File: src/wsb_pkg.sv
package wsb_pkg;

   localparam int SPEED_W     = 8;
   localparam int COUNT_W     = 15;
   localparam int SUM_W       = COUNT_W + 1;
   localparam int PROD_W      = SPEED_W + COUNT_W;
   localparam int QUO_W       = SPEED_W;
   localparam int DIV_CNT_W   = $clog2(QUO_W);
   localparam int OPCODE_W    = 2;
   localparam int REQ_DATA_W  = 40;
   localparam int RSP_DATA_W  = 24;

   localparam logic DIR_FORWARD  = 1'b0;
   localparam logic DIR_BACKWARD = 1'b1;

   typedef enum logic [OPCODE_W-1:0] {
      OP_TICK     = 2'd0,
      OP_STRAIGHT = 2'd1,
      OP_UNLOCK   = 2'd2
   } op_type;

   typedef enum logic [2:0] {
      ST_IDLE,
      ST_MUL,
      ST_DIV,
      ST_ADJ,
      ST_NORM,
      ST_EMIT
   } state_type;

   typedef struct packed {
      logic              start;
      logic [PROD_W-1:0] dividend;
      logic [SUM_W-1:0]  divisor;
   } div_req_type;

   typedef struct packed {
      logic             done;
      logic [QUO_W-1:0] quotient;
   } div_rsp_type;

endpackage

File: src/wsb_div.sv
module wsb_div
   import wsb_pkg::*;
(
   input  logic        clock,
   input  logic        reset,
   input  div_req_type div_req,
   output div_rsp_type div_rsp
);

   logic                 busy_ff, busy_in;
   logic                 done_ff, done_in;
   logic [DIV_CNT_W-1:0] cnt_ff, cnt_in;
   logic [PROD_W-1:0]    rem_ff, rem_in;
   logic [PROD_W-1:0]    dsh_ff, dsh_in;
   logic [QUO_W-1:0]     quo_ff, quo_in;

   // One compare and subtract per cycle, restoring form, quotient bit by bit from the top.
   always_comb begin
      busy_in = busy_ff;
      done_in = 1'b0;
      cnt_in  = cnt_ff;
      rem_in  = rem_ff;
      dsh_in  = dsh_ff;
      quo_in  = quo_ff;
      if (div_req.start) begin
         busy_in = 1'b1;
         cnt_in  = DIV_CNT_W'(QUO_W - 1);
         rem_in  = div_req.dividend;
         dsh_in  = PROD_W'({div_req.divisor, {(QUO_W - 1){1'b0}}});
         quo_in  = '0;
      end else if (busy_ff) begin
         if (rem_ff >= dsh_ff) begin
            rem_in = rem_ff - dsh_ff;
            quo_in = {quo_ff[QUO_W-2:0], 1'b1};
         end else begin
            quo_in = {quo_ff[QUO_W-2:0], 1'b0};
         end
         dsh_in = dsh_ff >> 1;
         cnt_in = cnt_ff - DIV_CNT_W'(1);
         if (cnt_ff == '0) begin
            busy_in = 1'b0;
            done_in = 1'b1;
         end
      end
   end

   always_ff @(posedge clock) begin
      if (reset) begin
         busy_ff <= 1'b0;
         done_ff <= 1'b0;
      end else begin
         busy_ff <= busy_in;
         done_ff <= done_in;
      end
      cnt_ff <= cnt_in;
      rem_ff <= rem_in;
      dsh_ff <= dsh_in;
      quo_ff <= quo_in;
   end

   assign div_rsp.done     = done_ff;
   assign div_rsp.quotient = quo_ff;

endmodule

File: src/wheel_speed_balancer_unit.sv
// Keeps a two-wheel drive running straight. A straight command (tuser 1) locks the wheels
// and answers with its own direction and speed on both wheels from the EMIT state. A tick
// (tuser 0) carries the left and right pulse counts of one calibration period; while locked
// it answers with corrected wheel speeds through MUL, DIV, ADJ, NORM and EMIT, the bias
// formed by the eight-step compare and subtract divider, or through MUL and EMIT when the
// counts are equal. An unlock (tuser 2), a tick while unlocked and the unused code give no
// transaction on the result side and leave the block ready for the next one. The block
// takes no new transaction until the current one has been handed to the result register,
// which holds one finished result while the next transaction is taken.
module wheel_speed_balancer_unit
   import wsb_pkg::*;
(
   input  logic                  clock,
   input  logic                  reset,
   input  logic                  req_tvalid,
   output logic                  req_tready,
   // direction, speed, left_count, right_count
   input  logic [REQ_DATA_W-1:0] req_tdata,
   // opcode
   input  logic [OPCODE_W-1:0]   req_tuser,
   output logic                  rsp_tvalid,
   input  logic                  rsp_tready,
   // drive_direction, left_drive, right_drive
   output logic [RSP_DATA_W-1:0] rsp_tdata
);

   state_type state_ff, state_in;

   logic               locked_ff, locked_in;
   logic               lock_dir_ff, lock_dir_in;
   logic [SPEED_W-1:0] top_ff, top_in;
   logic [SPEED_W-1:0] left_ff, left_in;
   logic [SPEED_W-1:0] right_ff, right_in;
   logic [COUNT_W-1:0] lc_ff, lc_in;
   logic [COUNT_W-1:0] rc_ff, rc_in;
   logic [PROD_W-1:0]  prod_ff, prod_in;
   logic [SUM_W-1:0]   total_ff, total_in;
   logic               start_ff, start_in;
   logic               res_dir_ff, res_dir_in;
   logic [SPEED_W-1:0] res_left_ff, res_left_in;
   logic [SPEED_W-1:0] res_right_ff, res_right_in;
   logic               rsp_valid_ff, rsp_valid_in;
   logic [RSP_DATA_W-1:0] rsp_data_ff, rsp_data_in;

   logic               req_accept;
   op_type             req_op;
   logic               req_dir;
   logic [SPEED_W-1:0] req_speed;
   logic [COUNT_W-1:0] req_lc;
   logic [COUNT_W-1:0] req_rc;
   logic [COUNT_W-1:0] abs_dev;
   logic [SPEED_W-1:0] norm_left;
   logic [SPEED_W-1:0] norm_right;
   logic               out_free;

   div_req_type div_req;
   div_rsp_type div_rsp;

   assign req_tready = (state_ff == ST_IDLE);
   assign req_accept = req_tvalid && req_tready;
   assign req_op     = op_type'(req_tuser);
   assign req_dir    = req_tdata[0];
   assign req_speed  = req_tdata[SPEED_W:1];
   assign req_lc     = req_tdata[SPEED_W+COUNT_W:SPEED_W+1];
   assign req_rc     = req_tdata[SPEED_W+2*COUNT_W:SPEED_W+COUNT_W+1];
   assign abs_dev    = (lc_ff >= rc_ff) ? (lc_ff - rc_ff) : (rc_ff - lc_ff);
   assign out_free   = !rsp_valid_ff || rsp_tready;

   always_comb begin
      norm_left  = left_ff;
      norm_right = right_ff;
      if (left_ff < right_ff) begin
         norm_left  = left_ff + (top_ff - right_ff);
         norm_right = top_ff;
      end else if (right_ff < left_ff) begin
         norm_right = right_ff + (top_ff - left_ff);
         norm_left  = top_ff;
      end
   end

   assign div_req.start    = start_ff;
   assign div_req.dividend = prod_ff;
   assign div_req.divisor  = total_ff;

   wsb_div u_div (
      .clock   (clock),
      .reset   (reset),
      .div_req (div_req),
      .div_rsp (div_rsp)
   );

   always_comb begin
      state_in = state_ff;
      case (state_ff)
         ST_IDLE: begin
            if (req_accept) begin
               case (req_op)
                  OP_STRAIGHT: state_in = ST_EMIT;
                  OP_TICK:     state_in = locked_ff ? ST_MUL : ST_IDLE;
                  default:     state_in = ST_IDLE;
               endcase
            end
         end
         ST_MUL:  state_in = (lc_ff == rc_ff) ? ST_EMIT : ST_DIV;
         ST_DIV:  state_in = div_rsp.done ? ST_ADJ : ST_DIV;
         ST_ADJ:  state_in = ST_NORM;
         ST_NORM: state_in = ST_EMIT;
         ST_EMIT: state_in = out_free ? ST_IDLE : ST_EMIT;
         default: state_in = ST_IDLE;
      endcase
   end

   always_comb begin
      locked_in    = locked_ff;
      lock_dir_in  = lock_dir_ff;
      top_in       = top_ff;
      left_in      = left_ff;
      right_in     = right_ff;
      lc_in        = lc_ff;
      rc_in        = rc_ff;
      prod_in      = prod_ff;
      total_in     = total_ff;
      start_in     = 1'b0;
      res_dir_in   = res_dir_ff;
      res_left_in  = res_left_ff;
      res_right_in = res_right_ff;
      rsp_valid_in = rsp_valid_ff && !rsp_tready;
      rsp_data_in  = rsp_data_ff;
      case (state_ff)
         ST_IDLE: begin
            if (req_accept) begin
               case (req_op)
                  OP_STRAIGHT: begin
                     locked_in = 1'b1;
                     if (req_dir != lock_dir_ff || req_speed != top_ff) begin
                        lock_dir_in = req_dir;
                        top_in      = req_speed;
                        left_in     = req_speed;
                        right_in    = req_speed;
                     end
                     res_dir_in   = req_dir;
                     res_left_in  = req_speed;
                     res_right_in = req_speed;
                  end
                  OP_UNLOCK: locked_in = 1'b0;
                  OP_TICK: begin
                     lc_in = req_lc;
                     rc_in = req_rc;
                  end
                  default: locked_in = locked_ff;
               endcase
            end
         end
         ST_MUL: begin
            if (lc_ff == rc_ff) begin
               res_dir_in   = lock_dir_ff;
               res_left_in  = left_ff;
               res_right_in = right_ff;
            end else begin
               prod_in  = PROD_W'(top_ff) * PROD_W'(abs_dev);
               total_in = SUM_W'(lc_ff) + SUM_W'(rc_ff);
               start_in = 1'b1;
            end
         end
         ST_ADJ: begin
            // Going backward the deviation changes sign, so neither wheel is slowed.
            if (lock_dir_ff == DIR_FORWARD) begin
               if (rc_ff > lc_ff) begin
                  right_in = right_ff - div_rsp.quotient;
               end else if (lc_ff > rc_ff) begin
                  left_in = left_ff - div_rsp.quotient;
               end
            end
         end
         ST_NORM: begin
            left_in      = norm_left;
            right_in     = norm_right;
            res_dir_in   = lock_dir_ff;
            res_left_in  = norm_left;
            res_right_in = norm_right;
         end
         ST_EMIT: begin
            if (out_free) begin
               rsp_valid_in = 1'b1;
               rsp_data_in  = RSP_DATA_W'({res_right_ff, res_left_ff, res_dir_ff});
            end
         end
         default: start_in = 1'b0;
      endcase
   end

   always_ff @(posedge clock) begin
      if (reset) begin
         state_ff     <= ST_IDLE;
         locked_ff    <= 1'b0;
         lock_dir_ff  <= 1'b0;
         top_ff       <= '0;
         left_ff      <= '0;
         right_ff     <= '0;
         start_ff     <= 1'b0;
         rsp_valid_ff <= 1'b0;
      end else begin
         state_ff     <= state_in;
         locked_ff    <= locked_in;
         lock_dir_ff  <= lock_dir_in;
         top_ff       <= top_in;
         left_ff      <= left_in;
         right_ff     <= right_in;
         start_ff     <= start_in;
         rsp_valid_ff <= rsp_valid_in;
      end
      lc_ff        <= lc_in;
      rc_ff        <= rc_in;
      prod_ff      <= prod_in;
      total_ff     <= total_in;
      res_dir_ff   <= res_dir_in;
      res_left_ff  <= res_left_in;
      res_right_ff <= res_right_in;
      rsp_data_ff  <= rsp_data_in;
   end

   assign rsp_tvalid = rsp_valid_ff;
   assign rsp_tdata  = rsp_data_ff;

endmodule

File: config.mk
export PLATFORM = sky130hd
export DESIGN_NAME = wheel_speed_balancer_unit
export DESIGN_NICKNAME = d
export VERILOG_FILES = /design/src/wsb_pkg.sv /design/src/wsb_div.sv /design/src/wheel_speed_balancer_unit.sv
export SDC_FILE = /design/constraint.sdc
export NUM_CORES = 1
export LEC_CHECK = 0
export ABC_CLOCK_PERIOD_IN_PS = 8000
export BUFFER_PORTS_ARGS = -buffer_cell sky130_fd_sc_hd__buf_2
export CORE_AREA = 2 2 220 222
export DETAILED_ROUTE_END_ITERATION = 12
export DIE_AREA = 0 0 222 224
export GPL_TIMING_DRIVEN = 0
export PLACE_DENSITY = 0.51
export SYNTH_ARGS = -nofsm -noshare
export SYNTH_HDL_FRONTEND = slang
export SYNTH_SLANG_ARGS = --single-unit
File: constraint.sdc
create_clock -name clock -period 8 [get_ports clock]
set_clock_uncertainty 0.15 [all_clocks]
set_input_delay 0.4 -clock clock [delete_from_list [all_inputs] [get_ports clock]]
set_output_delay 0.4 -clock clock [all_outputs]
set_load 0.05 [all_outputs]
Yosys cells after proc, flatten, opt, wreduce, memory -nomap -nowiden
Index checks and enable logic that the tools add are counted.
{"block": "totals", "romBits": 0, "regBits": 193, "wordCells": 133, "input_bits": 46, "mem_bits_rw": 0, "mem_count": 0, "out_inout_bits": 26, "latchBits": 0}
{"block": "classes", "n_mux": 46, "magnitude_cmp": 6, "eq_ne": 18, "bitwise_logic": 3, "shifts": 0, "n_mul": 1, "div_mod_pow": 0, "n_addsub": 11, "n_reduce_logical": 25}
{"op": "$mux W8", "count": 16}
{"op": "$mux W23", "count": 5}
{"op": "$pmux W8 S3", "count": 4}
{"op": "$sub A8 B8 Y8", "count": 4}
{"op": "$gt A15 B15 Y1", "count": 2}
{"op": "$sub A15 B15 Y15", "count": 2}
{"op": "$ge A23 B23 Y1", "count": 1}
{"op": "$mul A8 B15 Y23", "count": 1}
{"op": "$sub A23 B23 Y23", "count": 1}
{"op": "$pmux W3 S6", "count": 1}
{"op": "$add A15 B15 Y16", "count": 1}
{"op": "$add A8 B8 Y8", "count": 2}
{"op": "$lt A8 B8 Y1", "count": 2}
{"op": "$eq A15 B15 Y1", "count": 1}
{"op": "$ge A15 B15 Y1", "count": 1}
{"op": "$mux W15", "count": 1}
{"op": "$mux W1", "count": 13}
{"op": "$ne A2 B2 Y1 const B", "count": 5}
{"op": "$mux W3", "count": 3}
{"op": "$ne A8 B8 Y1", "count": 1}
{"op": "$reduce_and A4 Y1", "count": 2}
{"op": "$reduce_and A7 Y1", "count": 1}
{"op": "$eq A3 B2 Y1 const B", "count": 2}
{"op": "$eq A3 B3 Y1 const B", "count": 2}
{"op": "other kinds (22)", "count": 36}

Logic depth before layout (Yosys ltp)
{"block": "logic_depth", "ltp_word": 6, "depth_mapped": 32, "mapped_depth_nobuf": 29}

Cells and area by module
From an unflattened synthesis, not the netlist that was laid out.
{"block": "unflattened", "cells_unflattened": 1779, "hier_area_um2": 16716.0}
{"module": "wheel_speed_balancer_unit", "area_per_inst_um2": 13096.3, "instances": 1, "seq_area_each_um2": 3713.6, "cells_per_inst": 1377}
{"module": "wsb_div", "area_per_inst_um2": 3619.7, "instances": 1, "seq_area_each_um2": 1571.5, "cells_per_inst": 402}

Worst setup path after synthesis
No wires, ideal clock.
{"block": "synth_path", "path_type": "flip-flop to flip-flop", "startpoint": "register lc_ff[1]", "endpoint": "register prod_ff[22] (data pin)", "setup_time_ps": 261, "required_ps": 7589, "n_path_buf": 0, "stages_incl_launch_ff": 30, "t_arrival_ps": 6745, "synth_period_minus_slack_ps": 7156, "slack_ps": 844, "cell_sequence": "edfxtp_1 -> inv_1 -> ha_1 -> nor2b_1 -> o21ai_1 -> a211o_1 -> a211o_1 -> nand3_4 -> mux2i_2 -> o221a_4 -> xnor2_2 -> and2_1 -> fa_1 -> inv_1 -> fa_1 -> inv_1 -> fa_1 -> inv_1 -> fa_1 -> inv_1 -> ha_1 -> o21a_1 -> o21ai_0 -> a211oi_1 -> or3_1 -> and3_1 -> o31a_1 -> nor2_1 -> o21ai_0 -> xnor2_1"}
{"block": "synth_via", "elab_chain_cells": 3, "word_cells_on_any_way": 5, "cone_classes": "add/sub (2); mul (1); order compare (1); mux (1)"}
{"item": "start, declared", "line_no": "wheel_speed_balancer_unit.sv:34", "source": "logic [COUNT_W-1:0] lc_ff, lc_in;"}
{"item": "start signal, assigned", "line_no": "wheel_speed_balancer_unit.sv:212", "source": "lc_ff <= lc_in;"}
{"item": "$sub A15 B15 Y15 / $ge A15 B15 Y1 (equally long branches)", "line_no": "wheel_speed_balancer_unit.sv:66", "source": "assign abs_dev = (lc_ff >= rc_ff) ? (lc_ff - rc_ff) : (rc_ff - lc_ff);"}
{"item": "$mux W15 (*)", "line_no": "wheel_speed_balancer_unit.sv:66"}
{"item": "$mul A8 B15 Y23 (*)", "line_no": "wheel_speed_balancer_unit.sv:160", "source": "prod_in = PROD_W'(top_ff) * PROD_W'(abs_dev);"}
{"item": "end signal, assigned", "line_no": "wheel_speed_balancer_unit.sv:214", "source": "prod_ff <= prod_in;"}
{"item": "end, declared", "line_no": "wheel_speed_balancer_unit.sv:36", "source": "logic [PROD_W-1:0] prod_ff, prod_in;"}
Every way passes the cells marked *; elsewhere a longest branch is shown, timed or not.
A chain may end at the register's enable or synchronous reset.

Final worst setup path
{"block": "layout_path", "startpoint": "register lc_ff[11]", "endpoint": "register prod_ff[22] (data pin)"}
Same word-level chain as after synthesis.

==> impl_metrics.yaml <==
run_status:
  run_status: "complete, no violations"
route:
  remaining_drc_errors: 0
  drt_pass1_iterations: 5
  wire_per_inst_um: 18.02
  drt_wl_total_mm: 44.70
  drt.antenna.violating_nets: 0
  initialDrtViolationCount: 772
  via_per_inst: 5.096
  route.vias.total: 12640
global_route:
  grt_overflow: 0
  antenna_found_initial: 1
  grt.total_usage_pct: 18.39
  maximum_number_of_pins_on_one_net_before_global_route_repair: 40
  grt_pass1_vias: 12570
  wire_length_of_the_first_global_routing_pass_mm: 70.41
synthesis:
  synth_seq_area_share_pct: 32.11
  async_flop_share_pct: 0
  syn-cell-area_um2: 16460
  synth_edf_count: 142
  yosysTopAreaCellShare_pct: 25.91
  synth_area_leaders: "edfxtp_1 (26%), fa_1 (12%), ha_1 (12%), dfxtp_1 (6.2%), inv_1 (5.3%)"
  synth_cell_types: 79
  synth_area_per_cell_um2: 9.597
  ys_dominant_reg_cell: "edfxtp_1"
  synthesis.instances: 1715
  synth.ff_latch_count: 193
  synth_warnings: 0
  synth_top_cell_by_area: "edfxtp_1"
power_and_ir_drop:
  power-per-cell-area_nw_per_um2: 186.2
  total_leakage_power_nw: 8.110
  fin_total_pwr_mw: 3.507
  ir_worst_vdd_mv: 0.1483
timing:
  rsz0062_at_grt: "yes"
  hold-worst-slack_ns: 0.07527
  worst_slew_margin_rel_pct: 37.80
  hold_vio_cnt_final: 0
  finalSetupViolations: 0
  timing.final.crit_period_ns: 7.745
  timing.setup.tns_ns: 0
  timing_worst_slew_pin_value_ns: 0.9330
  drv_slew: 0
  fmaxAchievable_mhz: 129.1
  post-route-period-util_pct: 96.82
final_layout:
  mostFrequentLayoutCell: "inv_1"
  finish.net_count: 2150
  antennaDiodeCount: 0
  commonest_non_fill_non_tap_cells_in_the_layout: "inv_1 (232), ha_1 (152), edfxtp_1 (142), nand2_1 (124), nor2_1 (116)"
  final_design_area_no_fill_um2: 18830
  num-fill-cells: 4749
  syn_to_layout_area_delta_pct: 14.42
  final_layout_size_suffix_gt1_share_pct: 9.920
clock_network:
  tritoncts: "yes"
  cts_inserted_buffers: 17
  clkSinkCount: 193
  cts_max_path_buffers: 2
  h-tree-depth: 4
  worst_skew_pair.late_latency_ns: 0.47
  clk_transition_reported_paths_ns: 0.08
  clock-root-buffer: "clkbuf_16"
setup_path:
  worst_path_largest_cell_delay_ns: 0.53
  timing.critical_path.arrival_ns: 7.81
  worst-path-max-fanout: 10
  worstPathRequired_ns: 8.06
  critPathBufInv: 8
  worst_setup_path_start_kind: "flip-flop"
  critical-path-slowest-cell: "fa_1"
  crit_path_end_kind: "flip-flop"
  timing.setup.critical_path_class: "flip-flop to flip-flop"
  cpMostUsedCell: "inv_1"
  cp_top_family: "adder cells"
floorplanning:
  start_util_pct: 34.76
  die_w_um: 222
  die_h_um: 224
  placement_rows: 80
  coreArea_um2: 47350
  ios: 72
  floorplan.die_area_um2: 49730
hold_path:
  min-delay-path-class: "input port to flip-flop"
placed_design:
  gp_congestion: 0.8728
  dp_hpwl_mm: 35.30
  postPlaceCellArea_um2: 17620
  place.port_buffers: 62
flow_run:
  cap_violations: 0
-- routing by layer --
metal  vias to the layer above  share of wire, %  GRT usage, %
met5                         -                 0             0
met4                         0               1.6         5.078
met3                        37               5.0         2.571
met2                       290                46         30.07
met1                      6149                47         25.49
li1                       6162                 -             -
-- through the flow --
step                      utilization, %  setup slack, ns  cells
after floorplan                        -           0.8436   1721
after global placement             37.09          -0.6432   2398
after detailed placement           37.21          -0.7159   2401
after CTS                          39.28          0.01282   2471
after global routing               39.78         -0.01632   2480
final                              39.78           0.2547   2480
-- report_power, final --
group	total, mW	leakage [nW]	switching (mW)	internal (mW)
Clock	0.858	0.281	0.430	0.428
Combinational	1.39	6.10	0.826	0.566
Sequential	1.26	1.72	0.0668	1.19
Total	3.51	8.11	1.32	2.18
-- worst paths after layout --
check                 startpoint  slack, ns  cells past startpoint      endpoint
hold / removal      req_tdata[0]       0.08                      3   lock_dir_ff
setup reg to reg       lc_ff[11]       0.25                     30   prod_ff[22]
setup / recovery       lc_ff[11]       0.25                     30   prod_ff[22]
hold reg to reg   res_left_ff[4]       0.27                      0  rsp_tdata[5]
-- layout make-up --
cell class                 instances  area (um^2)  share of cell area (%)
clock buffer                      19        454.2                   2.412
timing repair buffer             112        783.3                   4.159
inverter                         234        878.3                   4.664
buffer                            78        384.1                   2.040
clock inverter                    13        112.6                  0.5980
sequential                       193         5285                   28.06
multi-input combinational       1216        10160                   53.98
tap                              615        769.5                   4.086
-- repair_timing --
action / 4_1_cts / 5_1_grt
pin swaps: 5 / 4
buffers inserted: 8 / 9
hold buffers: 30 / 0
setup endpoints to repair: 7 / 5
resized for setup: 9 / 32
endpoints found under the hold margin: 30 / 0
-- synth_stat cells (45+ instances only) --
library cell / number
edfxtp_1: 142
nand2_1: 124
fa_1: 98
a21oi_1: 96
xnor2_1: 65
and2_1: 60
inv_1: 232
dfxtp_1: 51
clkbuf_1: 50
o21ai_0: 62
ha_1: 154
a21o_1: 45
nor2_1: 118
-- logic make-up (layout without fill, tap and decap cells) --
family | count (synthesis) | count (layout) | synth area share, %
simple gates | 429 | 429 | 12.62
fa+ha+maj | 252 | 252 | 23.63
xor+xnor | 94 | 94 | 5.139
flops | 193 | 193 | 32.11
mux | 48 | 48 | 2.965
other cells | 1 | 7 | 0.02278
compound gates | 386 | 386 | 16.01
buf+inv | 312 | 456 | 7.503
-- worst register-to-register path: cells and delay by family (launching register included) --
family                   cells  cell delay (ns)
multiplexers                 1             0.28
AND/OR/NAND/NOR              7             1.64
buffers and inverters        8             0.81
XOR/XNOR                     2             0.52
flip-flops                   1             0.39
AO/OA/AOI/OAI                6             1.12
adder cells (fa/ha/maj)      6             2.57
-- flip-flops by register name, summed over array words and instances (netlist names), 15 cells and up --
| register | count |
|---|---|
| lc_ff | 15 |
| rc_ff | 15 |
| u_div.dsh_ff | 23 |
| rsp_tdata | 17 |
| prod_ff | 23 |
| u_div.rem_ff | 23 |
| total_ff | 16 |
Note: power is estimated with default switching activity, not from simulation.
